$ cat src/rtl/core/number_to_text_console_writer_defines.svh
// Assertion macros used by the console writer top level.
`ifndef NUMBER_TO_TEXT_CONSOLE_WRITER_DEFINES_SVH
`define NUMBER_TO_TEXT_CONSOLE_WRITER_DEFINES_SVH

// The consequent must hold in the same cycle as the antecedent.
`define NTW_ASSERT_SAME(label, clk, rst_n, ante, cons) \
    label: assert property (@(posedge clk) disable iff (!rst_n) (ante) |-> (cons)) \
        else $error("console writer check failed in the same cycle");

// The consequent must hold in the cycle after the antecedent.
`define NTW_ASSERT_NEXT(label, clk, rst_n, ante, cons) \
    label: assert property (@(posedge clk) disable iff (!rst_n) (ante) |=> (cons)) \
        else $error("console writer check failed one cycle later");

`endif

$ cat src/rtl/core/ntw_pkg.sv
// Shared types, constants and helper functions of the console writer.
package ntw_pkg;

    localparam int DEF_COLUMNS = 80;
    localparam int DEF_ROWS    = 25;

    localparam int VALUE_W    = 64;
    localparam int MODE_W     = 3;
    localparam int IDX_W      = 11;
    localparam int ATTR_W     = 8;
    localparam int CHAR_W     = 8;
    localparam int LINE_W     = 5;
    localparam int COL_W      = 7;
    localparam int TDATA_W    = 32;
    localparam int PAD_W      = TDATA_W - IDX_W - ATTR_W - CHAR_W;

    localparam int BCD_DIGITS = 20;
    localparam int HEX_DIGITS = 16;
    localparam int BCD_W      = 4 * BCD_DIGITS;
    localparam int HEX_PAD_W  = BCD_W - VALUE_W;
    localparam int CNT_W      = 5;
    localparam int CONV_STEPS = 64;
    localparam int ITER_W     = 6;

    localparam int QDEPTH     = 2;
    localparam int QPTR_W     = 1;
    localparam int QCNT_W     = 2;

    localparam logic [ATTR_W-1:0] ATTR_RESET = 8'h07;

    localparam logic [MODE_W-1:0] MODE_CHAR    = 3'd0;
    localparam logic [MODE_W-1:0] MODE_SDEC    = 3'd1;
    localparam logic [MODE_W-1:0] MODE_UDEC    = 3'd2;
    localparam logic [MODE_W-1:0] MODE_HEX     = 3'd3;
    localparam logic [MODE_W-1:0] MODE_HEX_PFX = 3'd4;

    localparam logic [CHAR_W-1:0] CHAR_ZERO    = 8'h30;
    localparam logic [CHAR_W-1:0] CHAR_LOWER_A = 8'h61;
    localparam logic [CHAR_W-1:0] CHAR_LOWER_X = 8'h78;
    localparam logic [CHAR_W-1:0] CHAR_MINUS   = 8'h2d;
    localparam logic [CHAR_W-1:0] CHAR_NEWLINE = 8'h0a;

    typedef enum logic [2:0] {
        KIND_CHAR,
        KIND_NEWLINE,
        KIND_DEC,
        KIND_DEC_NEG,
        KIND_HEX,
        KIND_HEX_PFX
    } kind_t;

    typedef enum logic [2:0] {
        ST_IDLE,
        ST_SIGN,
        ST_PFX_X,
        ST_CONVERT,
        ST_DIGITS
    } state_t;

    typedef struct packed {
        kind_t              kind;
        logic [VALUE_W-1:0] value;
    } cmd_t;

    typedef struct packed {
        logic [QCNT_W-1:0] count;
        logic              full;
        logic              empty;
    } q_stat_t;

    function automatic logic [CHAR_W-1:0] digit_char(input logic [3:0] d);
        logic [CHAR_W-1:0] dw;
        dw = {4'h0, d};
        return (d < 4'd10) ? (CHAR_ZERO + dw) : (CHAR_LOWER_A + dw - 8'd10);
    endfunction

    function automatic logic [BCD_W-1:0] bcd_adjust(input logic [BCD_W-1:0] b);
        logic [BCD_W-1:0] r;
        r = b;
        for (int i = 0; i < BCD_DIGITS; i++) begin
            if (b[4*i +: 4] >= 4'd5) begin
                r[4*i +: 4] = b[4*i +: 4] + 4'd3;
            end
        end
        return r;
    endfunction

endpackage

$ cat src/rtl/core/number_to_text_console_writer.sv
// A character goes from the queue to the output register; a decimal number runs through 64
// conversion steps of the bit-serial binary to BCD converter, then skips its leading zeros
// before its first digit; a hex number skips its leading zeros after any prefix.
// Throughput: one cell per cycle once digits come out, while m_tready is high; the back end
// takes one request at a time, and a two-entry queue takes requests meanwhile.
// Reset (rst_n, asynchronous, active low) clears cursor, queue, output and sets attribute 0x07.
`include "number_to_text_console_writer_defines.svh"

module number_to_text_console_writer #(
    parameter int COLUMNS = ntw_pkg::DEF_COLUMNS,
    parameter int ROWS    = ntw_pkg::DEF_ROWS
) (
    input  logic                        clk,
    input  logic                        rst_n,
    input  logic                        s_tvalid,
    output logic                        s_tready,
    input  logic [ntw_pkg::VALUE_W-1:0] s_tdata,  // value [63:0]
    input  logic [ntw_pkg::MODE_W-1:0]  s_tuser,  // mode [2:0]
    output logic                        m_tvalid,
    input  logic                        m_tready,
    output logic [ntw_pkg::TDATA_W-1:0] m_tdata,  // cell_index [10:0], cell_attribute [18:11],
                                                  // cell_character [26:19], zero [31:27]
    output logic                        m_tlast,
    input  logic                        cfg_valid,
    output logic                        cfg_ready,
    input  logic [ntw_pkg::ATTR_W-1:0]  cfg_data
);

    localparam int CELLS = COLUMNS * ROWS;

    logic [ntw_pkg::ATTR_W-1:0] attr_reg;
    ntw_pkg::q_stat_t           q_stat;
    ntw_pkg::cmd_t              push_cmd;
    ntw_pkg::cmd_t              head_cmd;
    logic                       push;
    logic                       q_pop;
    logic                       q_grow;
    logic                       index_ok;

    assign cfg_ready = 1'b1;
    assign q_grow    = push && !q_pop;
    assign index_ok  = (CELLS >= 2048) ||
                       (m_tdata[ntw_pkg::IDX_W-1:0] < ntw_pkg::IDX_W'(CELLS));

    always_ff @(posedge clk or negedge rst_n)
    begin
        if (!rst_n)
        begin
            attr_reg <= ntw_pkg::ATTR_RESET;
        end
        else if (cfg_valid && cfg_ready)
        begin
            attr_reg <= cfg_data;
        end
    end

    ntw_front u_front (
        .s_tvalid (s_tvalid),
        .s_tready (s_tready),
        .s_tuser  (s_tuser),
        .s_tdata  (s_tdata),
        .q_stat   (q_stat),
        .push     (push),
        .push_cmd (push_cmd)
    );

    ntw_queue u_queue (
        .clk      (clk),
        .rst_n    (rst_n),
        .push     (push),
        .push_cmd (push_cmd),
        .pop      (q_pop),
        .head_cmd (head_cmd),
        .q_stat   (q_stat)
    );

    ntw_back #(
        .COLUMNS (COLUMNS),
        .ROWS    (ROWS)
    ) u_back (
        .clk       (clk),
        .rst_n     (rst_n),
        .cmd_valid (!q_stat.empty),
        .cmd       (head_cmd),
        .cmd_pop   (q_pop),
        .attr      (attr_reg),
        .m_tvalid  (m_tvalid),
        .m_tready  (m_tready),
        .m_tdata   (m_tdata),
        .m_tlast   (m_tlast)
    );

    `NTW_ASSERT_SAME(a_queue_bound, clk, rst_n, 1'b1, q_stat.count <= ntw_pkg::QCNT_W'(ntw_pkg::QDEPTH))
    `NTW_ASSERT_NEXT(a_queue_grows, clk, rst_n, q_grow, q_stat.count == $past(q_stat.count) + 2'd1)
    `NTW_ASSERT_SAME(a_index_range, clk, rst_n, m_tvalid, index_ok)

endmodule

$ cat src/rtl/core/ntw_front.sv
// Front end: accepts requests, sorts them by kind, negates negative signed values and drops unknown modes.
module ntw_front (
    input  logic                        s_tvalid,
    output logic                        s_tready,
    input  logic [ntw_pkg::MODE_W-1:0]  s_tuser,
    input  logic [ntw_pkg::VALUE_W-1:0] s_tdata,
    input  ntw_pkg::q_stat_t            q_stat,
    output logic                        push,
    output ntw_pkg::cmd_t               push_cmd
);

    logic known_mode;

    assign s_tready = !q_stat.full;

    always_comb
    begin
        known_mode     = 1'b1;
        push_cmd.kind  = ntw_pkg::KIND_CHAR;
        push_cmd.value = s_tdata;
        case (s_tuser)
            ntw_pkg::MODE_CHAR:
            begin
                if (s_tdata[7:0] == ntw_pkg::CHAR_NEWLINE)
                begin
                    push_cmd.kind = ntw_pkg::KIND_NEWLINE;
                end
            end
            ntw_pkg::MODE_SDEC:
            begin
                if (s_tdata[ntw_pkg::VALUE_W-1])
                begin
                    push_cmd.kind  = ntw_pkg::KIND_DEC_NEG;
                    push_cmd.value = (~s_tdata) + 64'd1;
                end
                else
                begin
                    push_cmd.kind = ntw_pkg::KIND_DEC;
                end
            end
            ntw_pkg::MODE_UDEC:    push_cmd.kind = ntw_pkg::KIND_DEC;
            ntw_pkg::MODE_HEX:     push_cmd.kind = ntw_pkg::KIND_HEX;
            ntw_pkg::MODE_HEX_PFX: push_cmd.kind = ntw_pkg::KIND_HEX_PFX;
            default:               known_mode = 1'b0;
        endcase
    end

    assign push = s_tvalid && s_tready && known_mode;

endmodule

$ cat src/rtl/core/ntw_queue.sv
// Short command queue between the front end and the back end.
module ntw_queue (
    input  logic             clk,
    input  logic             rst_n,
    input  logic             push,
    input  ntw_pkg::cmd_t    push_cmd,
    input  logic             pop,
    output ntw_pkg::cmd_t    head_cmd,
    output ntw_pkg::q_stat_t q_stat
);

    ntw_pkg::cmd_t                   mem_reg [ntw_pkg::QDEPTH];
    logic [ntw_pkg::QPTR_W-1:0]      wr_ptr_reg;
    logic [ntw_pkg::QPTR_W-1:0]      rd_ptr_reg;
    logic [ntw_pkg::QCNT_W-1:0]      count_reg;
    logic [ntw_pkg::QCNT_W-1:0]      count_next;
    logic                            do_push;
    logic                            do_pop;

    assign q_stat.count = count_reg;
    assign q_stat.full  = (count_reg == ntw_pkg::QCNT_W'(ntw_pkg::QDEPTH));
    assign q_stat.empty = (count_reg == '0);
    assign do_push      = push && !q_stat.full;
    assign do_pop       = pop && !q_stat.empty;
    assign head_cmd     = mem_reg[rd_ptr_reg];

    always_comb
    begin
        count_next = count_reg;
        if (do_push && !do_pop)
        begin
            count_next = count_reg + 1'b1;
        end
        else if (do_pop && !do_push)
        begin
            count_next = count_reg - 1'b1;
        end
    end

    always_ff @(posedge clk or negedge rst_n)
    begin
        if (!rst_n)
        begin
            wr_ptr_reg <= '0;
            rd_ptr_reg <= '0;
            count_reg  <= '0;
        end
        else
        begin
            if (do_push)
            begin
                wr_ptr_reg <= wr_ptr_reg + 1'b1;
            end
            if (do_pop)
            begin
                rd_ptr_reg <= rd_ptr_reg + 1'b1;
            end
            count_reg <= count_next;
        end
    end

    always_ff @(posedge clk)
    begin
        if (do_push)
        begin
            mem_reg[wr_ptr_reg] <= push_cmd;
        end
    end

endmodule

$ cat src/rtl/core/ntw_back.sv
// Back end: converts numbers to digits, tracks the cursor and writes cells.
module ntw_back #(
    parameter int COLUMNS = ntw_pkg::DEF_COLUMNS,
    parameter int ROWS    = ntw_pkg::DEF_ROWS
) (
    input  logic                        clk,
    input  logic                        rst_n,
    input  logic                        cmd_valid,
    input  ntw_pkg::cmd_t               cmd,
    output logic                        cmd_pop,
    input  logic [ntw_pkg::ATTR_W-1:0]  attr,
    output logic                        m_tvalid,
    input  logic                        m_tready,
    output logic [ntw_pkg::TDATA_W-1:0] m_tdata,
    output logic                        m_tlast
);

    ntw_pkg::state_t                  state_reg;
    ntw_pkg::state_t                  state_next;
    logic [ntw_pkg::VALUE_W-1:0]      bits_reg;
    logic [ntw_pkg::BCD_W-1:0]        bcd_reg;
    logic [ntw_pkg::CNT_W-1:0]        count_reg;
    logic [ntw_pkg::ITER_W-1:0]       iter_reg;
    logic                             started_reg;
    logic                             hex_reg;
    logic [ntw_pkg::LINE_W-1:0]       line_reg;
    logic [ntw_pkg::COL_W-1:0]        col_reg;
    logic                             out_valid_reg;
    logic [ntw_pkg::TDATA_W-1:0]      out_data_reg;
    logic                             out_last_reg;

    logic                             out_free;
    logic                             emit;
    logic [ntw_pkg::CHAR_W-1:0]       emit_char;
    logic                             emit_last;
    logic                             newline;
    logic                             load;
    logic                             shift;
    logic                             step;
    logic                             skip;
    logic                             load_hex;
    logic [3:0]                       nibble;
    logic [ntw_pkg::BCD_W-1:0]        bcd_adj;
    logic [ntw_pkg::COL_W:0]          col_inc;
    logic [ntw_pkg::LINE_W:0]         line_inc;
    logic [ntw_pkg::LINE_W-1:0]       line_adv;
    logic [ntw_pkg::IDX_W:0]          idx_full;

    assign out_free = !out_valid_reg || m_tready;
    assign nibble   = bcd_reg[ntw_pkg::BCD_W-1 -: 4];
    assign bcd_adj  = ntw_pkg::bcd_adjust(bcd_reg);
    assign skip     = !started_reg && (nibble == 4'd0) && (count_reg != 5'd1);
    assign load_hex = cmd.kind inside {ntw_pkg::KIND_HEX, ntw_pkg::KIND_HEX_PFX};
    assign col_inc  = {1'b0, col_reg} + 8'd1;
    assign line_inc = {1'b0, line_reg} + 6'd1;
    assign line_adv = (line_inc >= 6'(ROWS)) ? '0 : line_inc[ntw_pkg::LINE_W-1:0];
    assign idx_full = 12'(line_reg) * 12'(COLUMNS) + 12'(col_reg);

    always_comb
    begin
        state_next = state_reg;
        case (state_reg)
            ntw_pkg::ST_IDLE:
            begin
                if (load)
                begin
                    case (cmd.kind)
                        ntw_pkg::KIND_DEC:     state_next = ntw_pkg::ST_CONVERT;
                        ntw_pkg::KIND_DEC_NEG: state_next = ntw_pkg::ST_SIGN;
                        ntw_pkg::KIND_HEX_PFX: state_next = ntw_pkg::ST_SIGN;
                        ntw_pkg::KIND_HEX:     state_next = ntw_pkg::ST_DIGITS;
                        default:               state_next = ntw_pkg::ST_IDLE;
                    endcase
                end
            end
            ntw_pkg::ST_SIGN:
            begin
                if (emit)
                begin
                    state_next = hex_reg ? ntw_pkg::ST_PFX_X : ntw_pkg::ST_CONVERT;
                end
            end
            ntw_pkg::ST_PFX_X:
            begin
                if (emit)
                begin
                    state_next = ntw_pkg::ST_DIGITS;
                end
            end
            ntw_pkg::ST_CONVERT:
            begin
                if (iter_reg == ntw_pkg::ITER_W'(ntw_pkg::CONV_STEPS - 1))
                begin
                    state_next = ntw_pkg::ST_DIGITS;
                end
            end
            ntw_pkg::ST_DIGITS:
            begin
                if (shift && (count_reg == 5'd1))
                begin
                    state_next = ntw_pkg::ST_IDLE;
                end
            end
            default: state_next = ntw_pkg::ST_IDLE;
        endcase
    end

    always_comb
    begin
        cmd_pop   = 1'b0;
        emit      = 1'b0;
        emit_char = ntw_pkg::CHAR_ZERO;
        emit_last = 1'b0;
        newline   = 1'b0;
        load      = 1'b0;
        shift     = 1'b0;
        step      = 1'b0;
        case (state_reg)
            ntw_pkg::ST_IDLE:
            begin
                if (cmd_valid)
                begin
                    case (cmd.kind)
                        ntw_pkg::KIND_CHAR:
                        begin
                            if (out_free)
                            begin
                                cmd_pop   = 1'b1;
                                emit      = 1'b1;
                                emit_char = cmd.value[ntw_pkg::CHAR_W-1:0];
                                emit_last = 1'b1;
                            end
                        end
                        ntw_pkg::KIND_NEWLINE:
                        begin
                            cmd_pop = 1'b1;
                            newline = 1'b1;
                        end
                        default:
                        begin
                            cmd_pop = 1'b1;
                            load    = 1'b1;
                        end
                    endcase
                end
            end
            ntw_pkg::ST_SIGN:
            begin
                emit      = out_free;
                emit_char = hex_reg ? ntw_pkg::CHAR_ZERO : ntw_pkg::CHAR_MINUS;
            end
            ntw_pkg::ST_PFX_X:
            begin
                emit      = out_free;
                emit_char = ntw_pkg::CHAR_LOWER_X;
            end
            ntw_pkg::ST_CONVERT:
            begin
                step = 1'b1;
            end
            ntw_pkg::ST_DIGITS:
            begin
                emit_char = ntw_pkg::digit_char(nibble);
                emit_last = (count_reg == 5'd1);
                if (skip)
                begin
                    shift = 1'b1;
                end
                else if (out_free)
                begin
                    shift = 1'b1;
                    emit  = 1'b1;
                end
            end
            default:
            begin
                cmd_pop = 1'b0;
            end
        endcase
    end

    always_ff @(posedge clk or negedge rst_n)
    begin
        if (!rst_n)
        begin
            state_reg     <= ntw_pkg::ST_IDLE;
            count_reg     <= '0;
            iter_reg      <= '0;
            started_reg   <= 1'b0;
            hex_reg       <= 1'b0;
            line_reg      <= '0;
            col_reg       <= '0;
            out_valid_reg <= 1'b0;
            out_last_reg  <= 1'b0;
        end
        else
        begin
            state_reg <= state_next;
            if (load)
            begin
                hex_reg     <= load_hex;
                count_reg   <= load_hex ? ntw_pkg::CNT_W'(ntw_pkg::HEX_DIGITS)
                                        : ntw_pkg::CNT_W'(ntw_pkg::BCD_DIGITS);
                iter_reg    <= '0;
                started_reg <= 1'b0;
            end
            if (step)
            begin
                iter_reg <= iter_reg + 1'b1;
            end
            if (shift)
            begin
                count_reg <= count_reg - 1'b1;
            end
            if (shift && emit)
            begin
                started_reg <= 1'b1;
            end
            if (emit)
            begin
                if (col_inc >= 8'(COLUMNS))
                begin
                    col_reg  <= '0;
                    line_reg <= line_adv;
                end
                else
                begin
                    col_reg <= col_inc[ntw_pkg::COL_W-1:0];
                end
            end
            else if (newline)
            begin
                col_reg  <= '0;
                line_reg <= line_adv;
            end
            if (emit)
            begin
                out_valid_reg <= 1'b1;
                out_last_reg  <= emit_last;
            end
            else if (m_tready)
            begin
                out_valid_reg <= 1'b0;
            end
        end
    end

    always_ff @(posedge clk)
    begin
        if (load)
        begin
            bits_reg <= cmd.value;
            bcd_reg  <= load_hex ? {cmd.value, {ntw_pkg::HEX_PAD_W{1'b0}}} : '0;
        end
        else if (step)
        begin
            {bcd_reg, bits_reg} <= {bcd_adj[ntw_pkg::BCD_W-2:0], bits_reg, 1'b0};
        end
        else if (shift)
        begin
            bcd_reg <= {bcd_reg[ntw_pkg::BCD_W-5:0], 4'h0};
        end
        if (emit)
        begin
            out_data_reg <= {{ntw_pkg::PAD_W{1'b0}}, emit_char, attr,
                             idx_full[ntw_pkg::IDX_W-1:0]};
        end
    end

    assign m_tvalid = out_valid_reg;
    assign m_tdata  = out_data_reg;
    assign m_tlast  = out_last_reg;

endmodule

$ cat config.mk
export PLATFORM = sky130hd
export DESIGN_NAME = number_to_text_console_writer
export DESIGN_NICKNAME = d
export VERILOG_FILES = /design/src/rtl/core/ntw_pkg.sv /design/src/rtl/core/number_to_text_console_writer.sv /design/src/rtl/core/ntw_front.sv /design/src/rtl/core/ntw_queue.sv /design/src/rtl/core/ntw_back.sv
export VERILOG_INCLUDE_DIRS = /design/src /design/src/rtl/core
export SDC_FILE = /design/constraint.sdc
export NUM_CORES = 1
export LEC_CHECK = 0
export ABC_AREA = 1
export BUFFER_PORTS_ARGS = -buffer_cell sky130_fd_sc_hd__buf_4
export CAP_MARGIN = 15
export CORE_UTILIZATION = 37
export CTS_BUF_LIST = sky130_fd_sc_hd__clkbuf_8
export DETAILED_ROUTE_END_ITERATION = 6
export SYNTH_ARGS = -nofsm -noshare
export SYNTH_HDL_FRONTEND = slang
export SYNTH_SLANG_ARGS = --single-unit
$ cat constraint.sdc
create_clock -name clk -period 5.1 [get_ports clk]
set_input_delay 0.51 -clock clk [delete_from_list [all_inputs] [get_ports clk]]
set_output_delay 0.51 -clock clk [all_outputs]
set_load 0.05 [all_outputs]
==> insert_results.sql <==
INSERT INTO impl_metrics (metric_group, metric, value, unit) VALUES
('place', 'dpl.cell_count', '2731', ''),
('worst_setup_path', 'critical_path_peak_fanout', '64', ''),
('worst_setup_path', 'crit_path_start_kind', 'register', ''),
('clock_tree', 'cts_resized', '0', ''),
('cells_and_area', 'layout_cells_sized_above_1', '12.1', '%'),
('global_routing', 'global_route.overflow_total', '0', ''),
('worst_setup_path', 'r2r_start', 'u_back.state_reg[1]', ''),
('status', 'status', 'finished, final reports clean', ''),
('detailed_routing', 'vias', '14300', ''),
('worst_setup_path', 'rr_endpoint', 'u_back.bcd_reg[63]', ''),
('die', 'number_of_placement_rows', '82', ''),
('die', 'pin_count', '116', ''),
('die', 'die_width', '227', 'um'),
('timing', 'fmaxAchievable', '312', 'MHz'),
('global_routing', 'via_count_of_the_first_global_routing_pass', '13900', ''),
('synthesis', 'ys_ff_latch', '347', ''),
('global_routing', 'track_usage', '17.7', '%'),
('detailed_routing', 'post_drt_wl_per_cell', '16.0', 'um'),
('cells_and_area', 'synth_to_layout_area_growth', '14.3', '%'),
('timing', 'worstMarginPinSlew', '1.18', 'ns'),
('die', 'core_region_area', '50200', 'um^2'),
('timing', 'max-slew-margin-rel', '21.3', '%'),
('detailed_routing', 'initial_drt_markers', '1004', ''),
('clock_tree', 'clock_latency', '0.65', 'ns'),
('clock_tree', 'post-cts-setup-buffer-count', '0', ''),
('worst_hold_path', 'timing.hold.worst_endpoint', 'u_queue.mem_reg[1][0]', ''),
('synthesis', 'postSynthCellCount', '1999', ''),
('power_and_ir_drop', 'ir_worst_vdd', '0.150', 'mV'),
('worst_setup_path', 'path_common_cell', 'nand2_4', ''),
('place', 'buffers_added_on_ports', '109', ''),
('place', 'gp_congestion', '0.934', ''),
('detailed_routing', 'firstDrtPassIters', '5', ''),
('timing', 'final_hold_vio_count', '0', ''),
('die', 'floorplan.die_area', '51700', 'um^2'),
('clock_tree', 'tritoncts', 'built', ''),
('cells_and_area', 'design.final.nets', '2262', ''),
('worst_setup_path', 'critPathCaptureType', 'register', ''),
('synthesis', 'netlist_area_pre_place', '18800', 'um^2'),
('worst_setup_path', 'worst_path_largest_cell_delay', '0.69', 'ns'),
('synthesis', 'yosys_warnings', '0', ''),
('clock_tree', 'ctsLongestPathBuffers', '3', ''),
('synthesis', 'synthDistinctLibCells', '54', ''),
('die', 'effective_utilization_at_floorplan', '37.5', '%'),
('clock_tree', 'cts_made_buffers', '58', ''),
('worst_hold_path', 'holdCritPathClass', 'primary input to register', ''),
('detailed_routing', 'drt_drc_violations_left', '0', ''),
('synthesis', 'share_of_the_yosys_chip_area_belonging_to_registers', '54.4', '%'),
('job', 'timing.max_cap.violations', '0', ''),
('synthesis', 'synth.avg_cell_area', '9.40', 'um^2'),
('power_and_ir_drop', 'power.density_cell_area', '304', 'nW/um^2'),
('clock_tree', 'cts_max_level', '2', ''),
('cells_and_area', 'largest_reg_flops', '134', ''),
('power_and_ir_drop', 'total_leakage_power', '0.00916', 'uW'),
('timing', 'setup_tns', '0', 'ns'),
('worst_hold_path', 'hold_path.startpoint', 's_tdata[0]', ''),
('worst_setup_path', 'r2r_setup_slack', '1.90', 'ns'),
('global_routing', 'grt_pass1_wl', '72500', 'um'),
('timing', 'timing.final.max_slew_violations', '0', ''),
('worst_setup_path', 'critical_path_arrival', '3.49', 'ns'),
('worst_setup_path', 'worstPathCellList', 'nor2_4, nand2_4, nor2_8, nand2_4, nand2_4, inv_2, nand2_4, buf_4', ''),
('worst_setup_path', 'timing.reg2reg.worst_path_depth', '8', ''),
('cells_and_area', 'diode_count', '0', ''),
('global_routing', 'grt_start_max_net_pins', '96', ''),
('worst_setup_path', 'endpoint_required_time_on_the_critical_path', '5.39', 'ns'),
('detailed_routing', 'route.antenna.remaining_nets', '0', ''),
('clock_tree', 'cts.reportedPaths.clkPinSlew', '0.07', 'ns'),
('timing', 'post-route-period-util', '62.7', '%'),
('timing', 'final-setup-viol-count', '0', ''),
('cells_and_area', 'finalNonFillerCells', '2831', ''),
('die', 'chipHeight', '227', 'um'),
('place', 'detailed_place_hpwl', '32200', 'um'),
('timing', 'fin_skew', '0.0429', 'ns'),
('worst_hold_path', 'hold-path-cell-count', '1', ''),
('clock_tree', 'clock_sinks', '347', ''),
('timing', 'rsz0062_at_grt', 'no', ''),
('worst_setup_path', 'cp_slowest_cell', 'nand2_4', ''),
('timing', 'post_route_worst_hold_slack', '0.0632', 'ns'),
('worst_setup_path', 'setup.worst_path.class', 'register to register', ''),
('detailed_routing', 'via_per_inst', '5.04', ''),
('clock_tree', 'clock-root-buffer', 'clkbuf_8', ''),
('timing', 'finalWorstPathRequiredPeriod', '3.20', 'ns'),
('detailed_routing', 'wirelength', '45200', 'um'),
('global_routing', 'grt_antenna_before_repair', '0', '');
==> final cells by class <==
| class | count | area [um^2] |
|---|---|---|
| repair buffers | 121 | 923 |
| inverters | 238 | 897 |
| flip-flops and latches | 347 | 10200 |
| fillers | 4801 | 28700 |
| clock inverters | 32 | 307 |
| clock buffers | 67 | 922 |
| multi-input cells | 1354 | 7370 |
| well taps | 672 | 841 |
==> where the power goes <==
| group | leakage, uW | total, uW | internal [uW] | switching [uW] |
|---|---|---|---|---|
| sequential | 0.00369 | 3350 | 3300 | 54.2 |
| combinational | 0.00478 | 553 | 156 | 397 |
| clock | 0.000677 | 2630 | 1500 | 1130 |
==> timing repair <==
action | 4_1_cts | 5_1_grt
hold buffers | 1 | 0
setup endpoints to repair | 0 | 0
endpoints found under the hold margin | 39 | 0
==> layer usage <==
layer  GRT usage (%)  part of all wire [%]
met2            27.7                    45
met4            7.58                   3.6
met1            24.3                    47
met5               0                     0
met3            2.67                   4.3
==> through the flow <==
| stage | utilization [%] | power (uW) | setup slack [ns] | cell area, um^2 |
|---|---|---|---|---|
| 6_report | 42.8 | 6530 | 1.90 | 21500 |
| 5_1_grt | 42.8 | 6790 | 1.63 | 21500 |
| 4_1_cts | 42.8 | 6600 | 1.87 | 21500 |
| 3_5_place_dp | 40.3 | 3970 | 1.94 | 20200 |
| 3_3_place_gp | 40.3 | 3960 | 2.00 | 20200 |
| 2_1_floorplan | - | 3740 | 0.734 | 18800 |
==> cells by family (layout without fill, tap and decap cells) <==
logic type	after synthesis	count (layout)	share of synthesized area [%]
DFF	347	347	54.4
and+or+nand+nor	834	834	18.6
xor gates and xnor gates	89	89	4.15
AOI/OAI and AO/OA	352	352	11.3
other	2	6	0.0400
adders and majority gates	62	62	4.21
buffers and inverters	302	458	6.64
muxes	11	11	0.639
==> cell usage after synthesis (all sizes together) <==
cell type,count,area (um^2)
o21a,2,15.0
a211oi,1,7.51
nor2b,1,6.26
nand3,125,641
a22oi,3,22.5
ha,60,751
o21ai,139,733
a32oi,1,8.76
nand2,464,1780
nand4,19,134
a21oi,67,335
inv,238,896
nor3,7,35.0
o21bai,1,7.51
a31oi,63,394
fa,2,40.0
nand3b,4,30.0
clkbuf,13,48.8
o32ai,3,26.3
buf,51,303
mux2,8,90.1
nor4,2,12.5
dfrtp,39,976
and2,2,12.5
o22ai,2,12.5
a22o,1,8.76
o221ai,3,26.3
xor2,75,657
o211ai,64,515
dfstp,3,78.8
o31ai,1,7.51
o41ai,1,8.76
or2,2,12.5
edfxtp,305,9160
nor2,208,840
xnor2,14,123
mux2i,3,30.0
conb,2,7.51
==> worst max-delay path, delay by kind of cell, from the launching register on <==
family / cells / cell delay (ns)
flip-flops: 1 / 0.45
buffers and inverters: 2 / 0.58
AND/OR/NAND/NOR: 6 / 1.73
==> placed cells by master (no fill, tap or decap), types with 6 or more instances in the layout <==
cell type    n
o21ai_2      7
xnor2_1     14
o211ai_1    57
ha_1        60
nand4_1     18
o211ai_2     7
clkinv_2     7
a31oi_1     63
o21ai_1      6
bufinv_16    6
a21oi_1     67
nor2_4       6
xor2_1      75
edfxtp_1   305
nand2_1    456
nor2_1     196
dfrtp_1     38
conb_1       6
o21ai_0    125
mux2_2       8
nor3_1       7
nand3_1    121
buf_4      119
inv_1      244
clkbuf_8    67
==> how the worst max path moves through the flow <==
stage,startpoint,to,slack [ns]
5_1_grt,u_back.state_reg[2],u_back.bcd_reg[63],1.63
4_1_cts,u_back.state_reg[1],u_back.bcd_reg[63],1.87
6_report,u_back.state_reg[1],u_back.bcd_reg[63],1.90
3_5_place_dp,u_back.state_reg[1],u_back.bcd_reg[49],1.94
3_3_place_gp,u_back.state_reg[1],u_back.bcd_reg[49],2.00
2_1_floorplan,s_tuser[1],u_queue.mem_reg[1][0],0.73
(Power assumes the default switching activity.)
